<file path="config.mk">
export PLATFORM = sky130hd
export DESIGN_NAME = triangle_strip_to_list_unit
export DESIGN_NICKNAME = d
export VERILOG_FILES = /design/src/hw/rtl/tsl_pkg.sv /design/src/hw/rtl/tsl_core.sv /design/src/hw/rtl/tsl_out_queue.sv /design/src/hw/rtl/triangle_strip_to_list_unit.sv
export VERILOG_INCLUDE_DIRS = /design/src /design/src/hw/rtl
export SDC_FILE = /design/constraint.sdc
export NUM_CORES = 1
export LEC_CHECK = 0
export BUFFER_PORTS_ARGS = -buffer_cell sky130_fd_sc_hd__buf_2
export CAP_MARGIN = 20
export CORE_MARGIN = 1
export CORE_UTILIZATION = 54
export DETAILED_ROUTE_END_ITERATION = 8
export GPL_ROUTABILITY_DRIVEN = 1
export PLACE_DENSITY_LB_ADDON = 0.25
export SYNTH_ARGS = -nofsm -noshare
export SYNTH_HDL_FRONTEND = slang
export SYNTH_SLANG_ARGS = --single-unit
</file>
<file path="constraint.sdc">
create_clock -name i_clk -period 5 [get_ports i_clk]
set_input_delay 0.25 -clock i_clk [delete_from_list [all_inputs] [get_ports i_clk]]
set_output_delay 0.25 -clock i_clk [all_outputs]
set_load 0.05 [all_outputs]
</file>
<file path="src/hw/rtl/triangle_strip_to_list_unit_macros.svh">
// Assertion macros for the triangle strip to triangle list unit.
// Included by the top level; the checks compile away under SYNTHESIS.
`ifndef TRIANGLE_STRIP_TO_LIST_UNIT_MACROS_SVH
`define TRIANGLE_STRIP_TO_LIST_UNIT_MACROS_SVH
`ifndef SYNTHESIS
`define TSL_ASSERT_IMPL(label, clk, rst_n, ante, cons) \
    label: assert property (@(posedge clk) disable iff (!(rst_n)) (ante) |-> (cons)) \
        else $error("tsl assertion failed");
`define TSL_ASSERT_NEXT(label, clk, rst_n, ante, cons) \
    label: assert property (@(posedge clk) disable iff (!(rst_n)) (ante) |=> (cons)) \
        else $error("tsl assertion failed");
`else
`define TSL_ASSERT_IMPL(label, clk, rst_n, ante, cons)
`define TSL_ASSERT_NEXT(label, clk, rst_n, ante, cons)
`endif
`endif

</file>
<file path="src/hw/rtl/tsl_pkg.sv">
// Package for the triangle strip to triangle list unit.
// Beat types, configuration write type, register indexes and status codes.
package tsl_pkg;

    localparam int unsigned IndexW     = 16;
    localparam int unsigned FirstW     = 15;
    localparam int unsigned StatusW    = 2;
    localparam int unsigned CfgIndexW  = 2;
    localparam int unsigned CfgDataW   = 15;

    localparam logic [IndexW-1:0] MaxStripLength = 16'd32767;
    localparam logic [IndexW:0]   ImplicitLimit  = 17'd32766;
    localparam logic [IndexW-1:0] MinTriVerts    = 16'd3;

    localparam logic [CfgIndexW-1:0] CfgImplicitMode = 2'd0;
    localparam logic [CfgIndexW-1:0] CfgFirstIndex   = 2'd1;
    localparam logic [CfgIndexW-1:0] CfgWindingFlip  = 2'd2;

    localparam logic [StatusW-1:0] StTriangle = 2'd0;
    localparam logic [StatusW-1:0] StShort    = 2'd1;
    localparam logic [StatusW-1:0] StLong     = 2'd2;
    localparam logic [StatusW-1:0] StOverflow = 2'd3;

    typedef struct packed {
        logic [IndexW-1:0] index_value;
        logic              last_of_strip;
    } t_in_beat;

    typedef struct packed {
        logic [IndexW-1:0]  tri_first;
        logic [IndexW-1:0]  tri_second;
        logic [IndexW-1:0]  tri_third;
        logic [StatusW-1:0] status;
        logic               strip_end;
    } t_out_beat;

    typedef struct packed {
        logic                 we;
        logic [CfgIndexW-1:0] index;
        logic [CfgDataW-1:0]  data;
    } t_cfg_wr;

endpackage

</file>
<file path="src/hw/rtl/tsl_core.sv">
// Strip state, configuration registers and per-vertex triangle assembly.
// Depends on tsl_pkg.
module tsl_core (
    input  logic                i_clk,
    input  logic                i_rst_n,
    input  tsl_pkg::t_cfg_wr    i_cfg,
    input  logic                i_accept,
    input  tsl_pkg::t_in_beat   i_in,
    output logic                o_push,
    output tsl_pkg::t_out_beat  o_res
);

    logic                          r_implicit;
    logic [tsl_pkg::FirstW-1:0]    r_first_index;
    logic                          r_winding_flip;
    logic [tsl_pkg::IndexW-1:0]    r_older;
    logic [tsl_pkg::IndexW-1:0]    r_newer;
    logic [tsl_pkg::IndexW-1:0]    r_position;
    logic [tsl_pkg::IndexW-1:0]    r_gen_count;
    logic                          r_faulted;

    logic [tsl_pkg::IndexW-1:0]    n_older;
    logic [tsl_pkg::IndexW-1:0]    n_newer;
    logic [tsl_pkg::IndexW-1:0]    n_position;
    logic [tsl_pkg::IndexW-1:0]    n_gen_count;
    logic                          n_faulted;

    logic [tsl_pkg::IndexW:0]      w_gen_sum;
    logic                          w_ovf;
    logic [tsl_pkg::IndexW-1:0]    w_vertex;
    logic [tsl_pkg::IndexW-1:0]    w_n;
    logic                          w_swap;

    assign w_gen_sum = {2'b00, r_first_index} + {1'b0, r_gen_count};
    assign w_ovf     = r_implicit && (w_gen_sum > tsl_pkg::ImplicitLimit);
    assign w_vertex  = r_implicit ? w_gen_sum[tsl_pkg::IndexW-1:0] : i_in.index_value;
    assign w_n       = (r_position != '1) ? r_position + 1'b1 : r_position;
    assign w_swap    = r_winding_flip && !w_n[0];

    always_comb begin
        o_push       = 1'b0;
        o_res        = '0;
        o_res.strip_end = i_in.last_of_strip;
        n_faulted    = r_faulted;
        if (!r_faulted) begin
            if (w_ovf) begin
                o_push       = i_accept;
                o_res.status = tsl_pkg::StOverflow;
                n_faulted    = 1'b1;
            end else if (w_n > tsl_pkg::MaxStripLength) begin
                o_push       = i_accept;
                o_res.status = tsl_pkg::StLong;
                n_faulted    = 1'b1;
            end else if (w_n >= tsl_pkg::MinTriVerts) begin
                o_push           = i_accept;
                o_res.status     = tsl_pkg::StTriangle;
                o_res.tri_first  = w_swap ? r_newer : r_older;
                o_res.tri_second = w_swap ? r_older : r_newer;
                o_res.tri_third  = w_vertex;
            end else if (i_in.last_of_strip) begin
                o_push       = i_accept;
                o_res.status = tsl_pkg::StShort;
            end
        end

        if (i_in.last_of_strip) begin
            n_older    = '0;
            n_newer    = '0;
            n_position = '0;
            n_faulted  = 1'b0;
        end else begin
            n_older    = r_newer;
            n_newer    = w_vertex;
            n_position = w_n;
        end

        n_gen_count = r_gen_count;
        if (r_implicit && (r_gen_count != '1)) begin
            n_gen_count = r_gen_count + 1'b1;
        end
    end

    always_ff @(posedge i_clk) begin
        if (!i_rst_n) begin
            r_implicit     <= 1'b0;
            r_first_index  <= '0;
            r_winding_flip <= 1'b0;
            r_older        <= '0;
            r_newer        <= '0;
            r_position     <= '0;
            r_gen_count    <= '0;
            r_faulted      <= 1'b0;
        end else begin
            if (i_accept) begin
                r_older     <= n_older;
                r_newer     <= n_newer;
                r_position  <= n_position;
                r_gen_count <= n_gen_count;
                r_faulted   <= n_faulted;
            end
            if (i_cfg.we) begin
                case (i_cfg.index)
                    tsl_pkg::CfgImplicitMode: begin
                        r_implicit  <= i_cfg.data[0];
                        r_gen_count <= '0;
                    end
                    tsl_pkg::CfgFirstIndex: begin
                        r_first_index <= i_cfg.data[tsl_pkg::FirstW-1:0];
                        r_gen_count   <= '0;
                    end
                    tsl_pkg::CfgWindingFlip: begin
                        r_winding_flip <= i_cfg.data[0];
                    end
                    default: begin
                    end
                endcase
            end
        end
    end

endmodule

</file>
<file path="src/hw/rtl/tsl_out_queue.sv">
// Two-entry result queue that decouples the output stall from the input side.
// Depends on tsl_pkg.
module tsl_out_queue (
    input  logic                i_clk,
    input  logic                i_rst_n,
    input  logic                i_push,
    input  tsl_pkg::t_out_beat  i_data,
    output logic                o_full,
    output logic                o_valid,
    output tsl_pkg::t_out_beat  o_data,
    input  logic                i_stall
);

    tsl_pkg::t_out_beat r_mem [2];
    logic               r_wr_ptr;
    logic               r_rd_ptr;
    logic [1:0]         r_count;
    logic [1:0]         n_count;
    logic               w_pop;

    assign o_valid = (r_count != 2'd0);
    assign o_full  = (r_count == 2'd2);
    assign o_data  = r_mem[r_rd_ptr];
    assign w_pop   = o_valid && !i_stall;

    always_comb begin
        case ({i_push, w_pop})
            2'b10:   n_count = r_count + 2'd1;
            2'b01:   n_count = r_count - 2'd1;
            default: n_count = r_count;
        endcase
    end

    always_ff @(posedge i_clk) begin
        if (i_push) begin
            r_mem[r_wr_ptr] <= i_data;
        end
    end

    always_ff @(posedge i_clk) begin
        if (!i_rst_n) begin
            r_wr_ptr <= 1'b0;
            r_rd_ptr <= 1'b0;
            r_count  <= 2'd0;
        end else begin
            if (i_push) begin
                r_wr_ptr <= !r_wr_ptr;
            end
            if (w_pop) begin
                r_rd_ptr <= !r_rd_ptr;
            end
            r_count <= n_count;
        end
    end

endmodule

</file>
<file path="src/hw/rtl/triangle_strip_to_list_unit.sv">
// Top level of the triangle strip to triangle list unit.
// Depends on tsl_pkg, tsl_core, tsl_out_queue and the assertion macro header.
//
// Each input beat carries one vertex index and a flag that closes its strip.
// From the third vertex of a strip on, every vertex yields one triangle beat;
// faults (short strip, long strip, implicit index overflow) yield a beat with
// a status code and zero indices. Some vertices yield no beat at all.
// Configuration is written through i_cfg_we, i_cfg_index and i_cfg_data; the
// user must write it only while the unit is idle, which the unit does not enforce.
// A write to implicit_mode or first_index restarts the implicit index counter.
// A result beat is assembled combinationally and registered in the result queue.
// Throughput is one vertex per cycle while o_in_stall is low, set by the single
// pass of combinational assembly between the strip registers and the result queue.
// Reset clears the strip state, the counter and all configuration registers.
// A stalled receiver fills a two-entry result queue; o_in_stall rises only
// when both entries are held, and falls the cycle after one is taken.
`include "triangle_strip_to_list_unit_macros.svh"
module triangle_strip_to_list_unit (
    input  logic                              i_clk,
    input  logic                              i_rst_n,
    input  logic                              i_cfg_we,
    input  logic [tsl_pkg::CfgIndexW-1:0]     i_cfg_index,
    input  logic [tsl_pkg::CfgDataW-1:0]      i_cfg_data,
    input  logic                              i_in_valid,
    input  tsl_pkg::t_in_beat                 i_in_data,
    output logic                              o_in_stall,
    output logic                              o_out_valid,
    output tsl_pkg::t_out_beat                o_out_data,
    input  logic                              i_out_stall
);

    tsl_pkg::t_cfg_wr   w_cfg;
    tsl_pkg::t_out_beat w_res;
    logic               w_accept;
    logic               w_push;
    logic               w_full;

    assign w_cfg.we    = i_cfg_we;
    assign w_cfg.index = i_cfg_index;
    assign w_cfg.data  = i_cfg_data;
    assign w_accept    = i_in_valid && !w_full;
    assign o_in_stall  = w_full;

    tsl_core u_core (
        .i_clk    (i_clk),
        .i_rst_n  (i_rst_n),
        .i_cfg    (w_cfg),
        .i_accept (w_accept),
        .i_in     (i_in_data),
        .o_push   (w_push),
        .o_res    (w_res)
    );

    tsl_out_queue u_queue (
        .i_clk   (i_clk),
        .i_rst_n (i_rst_n),
        .i_push  (w_push),
        .i_data  (w_res),
        .o_full  (w_full),
        .o_valid (o_out_valid),
        .o_data  (o_out_data),
        .i_stall (i_out_stall)
    );

    `TSL_ASSERT_IMPL(a_stall_needs_results, i_clk, i_rst_n, o_in_stall, o_out_valid)
    `TSL_ASSERT_IMPL(a_fault_zero_indices, i_clk, i_rst_n, o_out_valid && (o_out_data.status != tsl_pkg::StTriangle), (o_out_data.tri_first == '0) && (o_out_data.tri_second == '0) && (o_out_data.tri_third == '0))
    `TSL_ASSERT_IMPL(a_short_at_end, i_clk, i_rst_n, o_out_valid && (o_out_data.status == tsl_pkg::StShort), o_out_data.strip_end)
    `TSL_ASSERT_NEXT(a_push_shows, i_clk, i_rst_n, w_push, o_out_valid)

endmodule
</file>
# Word-level counts from Yosys, hierarchy flattened
# Memories as Yosys holds them, arrays and structs flattened. A register that Yosys moved wholly into a read port is not among the register bits.
# Index checks and enable logic that the tools add are counted.
[word_totals]
ramBits = 102
out_inout_bits = 53
memories = 1
register_bits = 86
inputBits = 39
elab_cells = 77
[mem_list]
columns = ["memory", "depth", "width", "read_ports", "rd_ports_with_merged_regs", "wr", "line_no", "text"]
rows = [
  ["u_queue.r_mem", 2, 51, 1, 1, 1, "tsl_out_queue.sv:14", "tsl_pkg::t_out_beat r_mem [2];"],
]
[classes]
mux = 33
eq_ne = 7
addsub = 5
n_lt_le_gt_ge = 3
reduce_logical = 17
[ops]
columns = ["operator", "count"]
rows = [
  ["$mux 16", 11],
  ["$mux 48", 3],
  ["$mux 50", 1],
  ["$add 16x1->16 const B", 2],
  ["$ne 16x16->1 const B", 2],
  ["$add 15x16->17", 1],
  ["$gt 17x15->1 const B", 1],
  ["$ge 16x2->1 const B", 1],
  ["$gt 16x15->1 const B", 1],
  ["$mux 1", 15],
  ["$eq 2x2->1 const B", 3],
  ["$reduce_and 2->1", 3],
  ["$logic_and 1x1->1", 5],
  ["$logic_not 1->1", 5],
  ["$eq 2x1->1 const B", 2],
  ["$mux 2", 2],
  ["$pmux 2 s2", 1],
  ["$reduce_bool 2->1", 2],
  ["$add 2x1->2 const B", 1],
  ["$logic_not 2->1", 1],
  ["$reduce_or 2->1", 1],
  ["$sub 2x1->2 const B", 1],
]

# Logic depth before layout (Yosys ltp)
[depth]
ltp_word = 10
mapped_depth = 15
depth_no_buf = 15

# Hierarchy
# From an unflattened synthesis, not the netlist that was laid out.
[hier_totals]
hier_cells = 928
area_unflattened_um2 = 9460.3
[modules_own_cells]
columns = ["module", "cells_per_inst", "seq_area_each_um2", "area_per_inst_um2", "n_inst"]
rows = [
  ["tsl_core", 743, 1641.6, 5550.3, 1],
  ["tsl_out_queue", 184, 3163.0, 3896.2, 1],
  ["triangle_strip_to_list_unit", 1, 0.0, 13.8, 1],
]

# Worst setup path after synthesis
# No wires, ideal clock.
[synth_path]
kind = "register to register"
from = "register u_core.r_gen_count[0] in the netlist's numbering"
to = "memory u_queue.r_mem[0][0] in the netlist's numbering, enable pin"
path_stages_with_launch = 13
synth_period_minus_slack_ns = 5.101
path_buffers = 0
t_arrival_ns = 4.641
setup_time_ns = 0.460
required_ns = 4.540
slack_ns = -0.101
cell_sequence = "dfxtp_1 ha_1 inv_1 fa_1 nor2b_1 o31ai_4 a2111oi_2 o41ai_2 o2111a_1 o31a_1 o21ai_2 o21ai_2 nor2_1"
[synth_between]
elab_chain_len = 7
[synth_lines]
columns = ["item", "line_no", "text"]
rows = [
  ["from (decl)", "tsl_core.sv:19", "logic [tsl_pkg::IndexW-1:0] r_gen_count;"],
  ["from (signal assigned)", "tsl_core.sv:98", "r_gen_count <= n_gen_count;"],
  ["$add 15x16->17", "tsl_core.sv:34", "assign w_gen_sum = {2'b00, r_first_index} + {1'b0, r_gen_count};"],
  ["$gt 17x15->1", "tsl_core.sv:35", "assign w_ovf = r_implicit && (w_gen_sum > tsl_pkg::ImplicitLimit);"],
  ["$logic_and 1x1->1", "tsl_core.sv:35", ""],
  ["$mux 1", "tsl_core.sv:46", "if (w_ovf) begin"],
  ["$mux 1", "tsl_core.sv:45", "if (!r_faulted) begin"],
  ["$mux 1", "tsl_out_queue.sv:35", "if (i_push) begin"],
  ["$mux 1 (not written as such)", "tsl_out_queue.sv:36", "r_mem[r_wr_ptr] <= i_data;"],
  ["to (decl)", "tsl_out_queue.sv:14", ""],
]
# Every way passes these cells.

# Worst setup path in the final report
[layout_path]
from = "register u_core.r_gen_count[0] in the netlist's numbering"
to = "memory u_queue.r_mem[1][9] in the netlist's numbering, enable pin"
# The elaborated chain is that of the path after synthesis.

==> impl_summary.txt <==
----------------------------------------------------
[Routing]
  Remaining routing DRC violations ... 0
  Total vias in the final route ... 7255
  Iter 0 DRT Violations ... 528
  Post-route antenna net violation count ... 0
  Length of the first detailed-routing pass in iterations ... 5
  Total wirelength of the detailed-routed design ... 22100 microns
  WL/cell ... 17.8 microns
  Vias per Instance ... between 5 and 6

[Synth]
  Most frequently used flop master after synthesis ... edfxtp_1
  Simple-gate area share of the yosys netlist ... 0.195
  Synth warnings ... 0
  Cell count after synthesis ... ~950
  Avg Synthesized Cell Area ... just over 10 sq um
  Fraction of the yosys area taken by sequential cells ... 0.502
  Share of flip-flops with an asynchronous set or reset after synthesis ... 0
  Area share of the largest cell type after synthesis ... 0.320
  Post-synthesis register bit count ... about 190
  Compound-cell area share of the yosys netlist ... 0.140
  Syn nets ... roughly 1000
  Cell type with the highest aggregate area in the netlist ... edfxtp_1
  Synthesized-area fraction occupied by xor and xnor cells ... 0.0275
  Unique masters post-synth ... 70
  Largest family of logic cells by synthesized area ... simple AND/OR/NAND/NOR gates
  Area share of fa/ha/maj cells after synthesis ... 0.0256
  Number of synthesized flops with an enable pin ... approximately 100
  Top cell types by occurrence after synthesis ... nand2_1 (163), edfxtp_1 (102), dfxtp_1 (87), nor2_1 (59), a21oi_1 (54)
  Library cell with the highest instance count after synthesis ... nand2_1
  Fraction of synthesized area in multiplexers ... 0.0758
  Post-synth design cell area ... approximately 0.0096 sq mm
  Synth top area cells ... edfxtp_1 (32%), dfxtp_1 (18%), nand2_1 (6.4%), mux2_2 (6.0%), a21boi_0 (3.2%)

[Die]
  Total die area ... about 0.018 sq mm
  IO Count ... 92
  Core Area ... 0.0173 sq mm
  Initial Util ... 0.553
  Site Rows ... 48
  Die height ... around 140 microns
  Horizontal extent of the die ... ~140 microns

[Place]
  Worst setup timing slack at the placement stage ... around 1000 ps
  Count of port buffers added during placement ... roughly 90
  Placer's final routability congestion estimate ... roughly 0.92
  Detailed placement HPWL ... between 10000 and 15000 microns
  Placed Instance Area ... roughly 0.01 sq mm

[STA]
  Setup TNS after final layout ... 0 ps
  Final hold violations ... 0
  Fin crit share ... 0.797
  Clock skew ... around 13 ps
  Worst Tran Pin Value ... roughly 1000 ps
  Number of endpoints failing setup at the final stage ... 0
  Min Tclk post-route ... around 4000 ps
  RSZ-0062 raised after global routing ... false
  Least setup slack across all paths after layout ... between 1000 and 1500 ps
  Relative max-transition margin ... 0.332
  Max frequency ... ~250 MHz
  Final hold slack ... between 50 and 60 ps
  Count of final max-slew check failures ... 0

[Layout]
  Area growth, synth to finish ... 12.3%
  Post-route cell area ... around 0.011 sq mm
  Share of final-layout standard cells stronger than drive strength 1 ... 0.218
  Net count reported at finish ... around 1100
  Number of diodes added for antenna fixing ... 0

[Setup path]
  Crit path launch type ... flip-flop
  Cell family with the largest share of critical-path delay ... simple AND/OR/NAND/NOR gates
  Crit-path slowest cell ... nor2_4
  Biggest cell delay along the critical path ... between 500 and 600 ps
  Crit end category ... flip-flop
  Count of buffer and inverter cells on the critical path ... 2
  Max FO, Critical Path ... 33
  CP Cell Sequence ... ha_1 -> inv_1 -> fa_1 -> nor2b_1 -> o31a_1 -> o21ai_0 -> a221oi_1 -> nand4_1 -> nand4b_1 -> o21ai_2 -> o21ai_2 -> nor2_4 -> buf_12
  CP Data Required Time ... around 5100 ps
  Path type of the worst setup path ... reg2reg
  Cell occurring most often along the worst timing path ... o21ai_2
  Data arrival time at the worst-slack endpoint ... ~4100 ps

[CTS]
  Skew-Pair Late Insertion Delay ... between 400 and 500 ps
  Clock tree from TritonCTS ... done
  Post-cts hold buffer count ... 0
  Number of clock buffers inserted by TritonCTS ... 17
  Max H-tree Level ... 4
  Total of cells resized after clock tree synthesis ... 0
  Clock sink count ... roughly 190
  Maximum clock insertion buffer count ... 2
  Root Driver ... clkbuf_16
  Post-CTS setup-driven buffer insertion count ... 0
  Clock-pin slew on the worst setup and hold paths ... about 70 ps

[Power and ir drop]
  Static Leak ... 3.83 nW
  Largest voltage drop on the vdd net ... between 300 and 400 uV
  Areal power density over the cells ... about 400 mW/mm^2

[GRT]
  Number of global-route vias before repair ... about 6800
  Grt ovf ... 0
  Wire length of the first global-routing pass ... 35400 microns
  Maximum number of pins on one net before global-route repair ... 74
  Initial antenna violation count ... 0
  Combined global-route utilization of all metal layers ... 0.253

[Run status]
  Run status ... finished, final reports clean

[Hold path]
  Hold Crit Class ... in2reg

[Flow run]
  Number of maximum-capacitance violations ... 0

----------------------------------------------------
## where the power goes
part	total, mW	internal [mW]	switching [mW]
registers	1.80	1.75	0.0449
logic	1.15	0.324	0.824
clock network	1.31	0.665	0.646
total	4.25	2.74	1.51
## placed cells by master (no fill, tap or decap), types with 7 or more instances in the layout
master / count
clkbuf_16: 17
nand3b_1: 17
a21oi_1: 54
and2_1: 25
edfxtp_1: 102
nor3_1: 13
nor2_4: 12
o21ai_0: 38
a21boi_0: 41
and3_1: 9
nand3_1: 13
mux2_2: 51
inv_1: 12
mux2i_1: 15
nand2b_1: 7
a31oi_1: 7
nand2_1: 163
buf_4: 7
dfxtp_1: 86
ha_1: 18
xnor2_1: 15
buf_2: 91
nand4_1: 17
xor2_1: 15
a21oi_2: 10
nor2b_1: 12
nor2_1: 57
## per-layer routing
metal,global-route usage,part of all wire,vias to the layer above,wire length [microns]
li1,-,-,3500,-
met1,0.340,0.45,3511,10000
met2,0.414,0.48,214,10600
met3,0.0424,0.047,30,1040
met4,0.0843,0.020,0,435
met5,0,0,-,0
## cells by family (layout without fill, tap and decap cells)
logic type / after synthesis / in the layout
buffers and inverters: 73 / 145
flip-flops: 189 / 189
AO/OA/AOI/OAI: 199 / 199
adder cells (fa/ha/maj): 19 / 19
AND/OR/NAND/NOR: 372 / 372
multiplexers: 66 / 66
XOR/XNOR: 30 / 30
## through the flow
step                total power [mW]  std cells   util
floorplan                       2.71        948      -
global placement                2.97       1212  0.586
detailed placement              2.98       1212  0.586
CTS                             4.28       1244  0.619
global route                    4.41       1245  0.621
finish                          4.25       1245  0.621
## flip-flops by register name (all words and copies together), names as in the netlist, 2 cells and up, named ones only
signal and flops:
u_queue.r_mem 102, u_core.r_first_index 15, u_core.r_older 16, u_queue.r_count 2
u_core.r_position 16, u_core.r_newer 16, u_core.r_gen_count 16
## worst paths after layout
check | startpoint | end | slack (ps) | cells after the start
worst max-delay path | u_core.r_gen_count[0]$_SDFF_PN0_ | u_queue.r_mem[1][9]$_DFFE_PP_ | 1020 | 13
worst min-delay path | i_cfg_data[2] | u_core.r_first_index[2]$_SDFFE_PN0P_ | 50 | 3
worst max register to register | u_core.r_gen_count[0]$_SDFF_PN0_ | u_queue.r_mem[1][9]$_DFFE_PP_ | 1020 | 13
worst min register to register | u_core.r_first_index[13]$_SDFFE_PN0P_ | u_core.r_first_index[13]$_SDFFE_PN0P_ | 470 | 2
## tightest hold or removal path, stage by stage
cell	delay [ps]
buf_2	90
nand2_1	40
a21boi_0	60
## layout make-up
type / count / area (sq um)
Sequential cell: 189 / 4810
Timing Repair Buffer: 101 / 576
Fill cell: 1417 / 6560
Multi-Input combinational cell: 686 / 4460
Tap cell: 225 / 282
Clock buffer: 17 / 425
Clock inverter: 15 / 151
Inverter: 12 / 45.0
(Power assumes the default switching activity.)
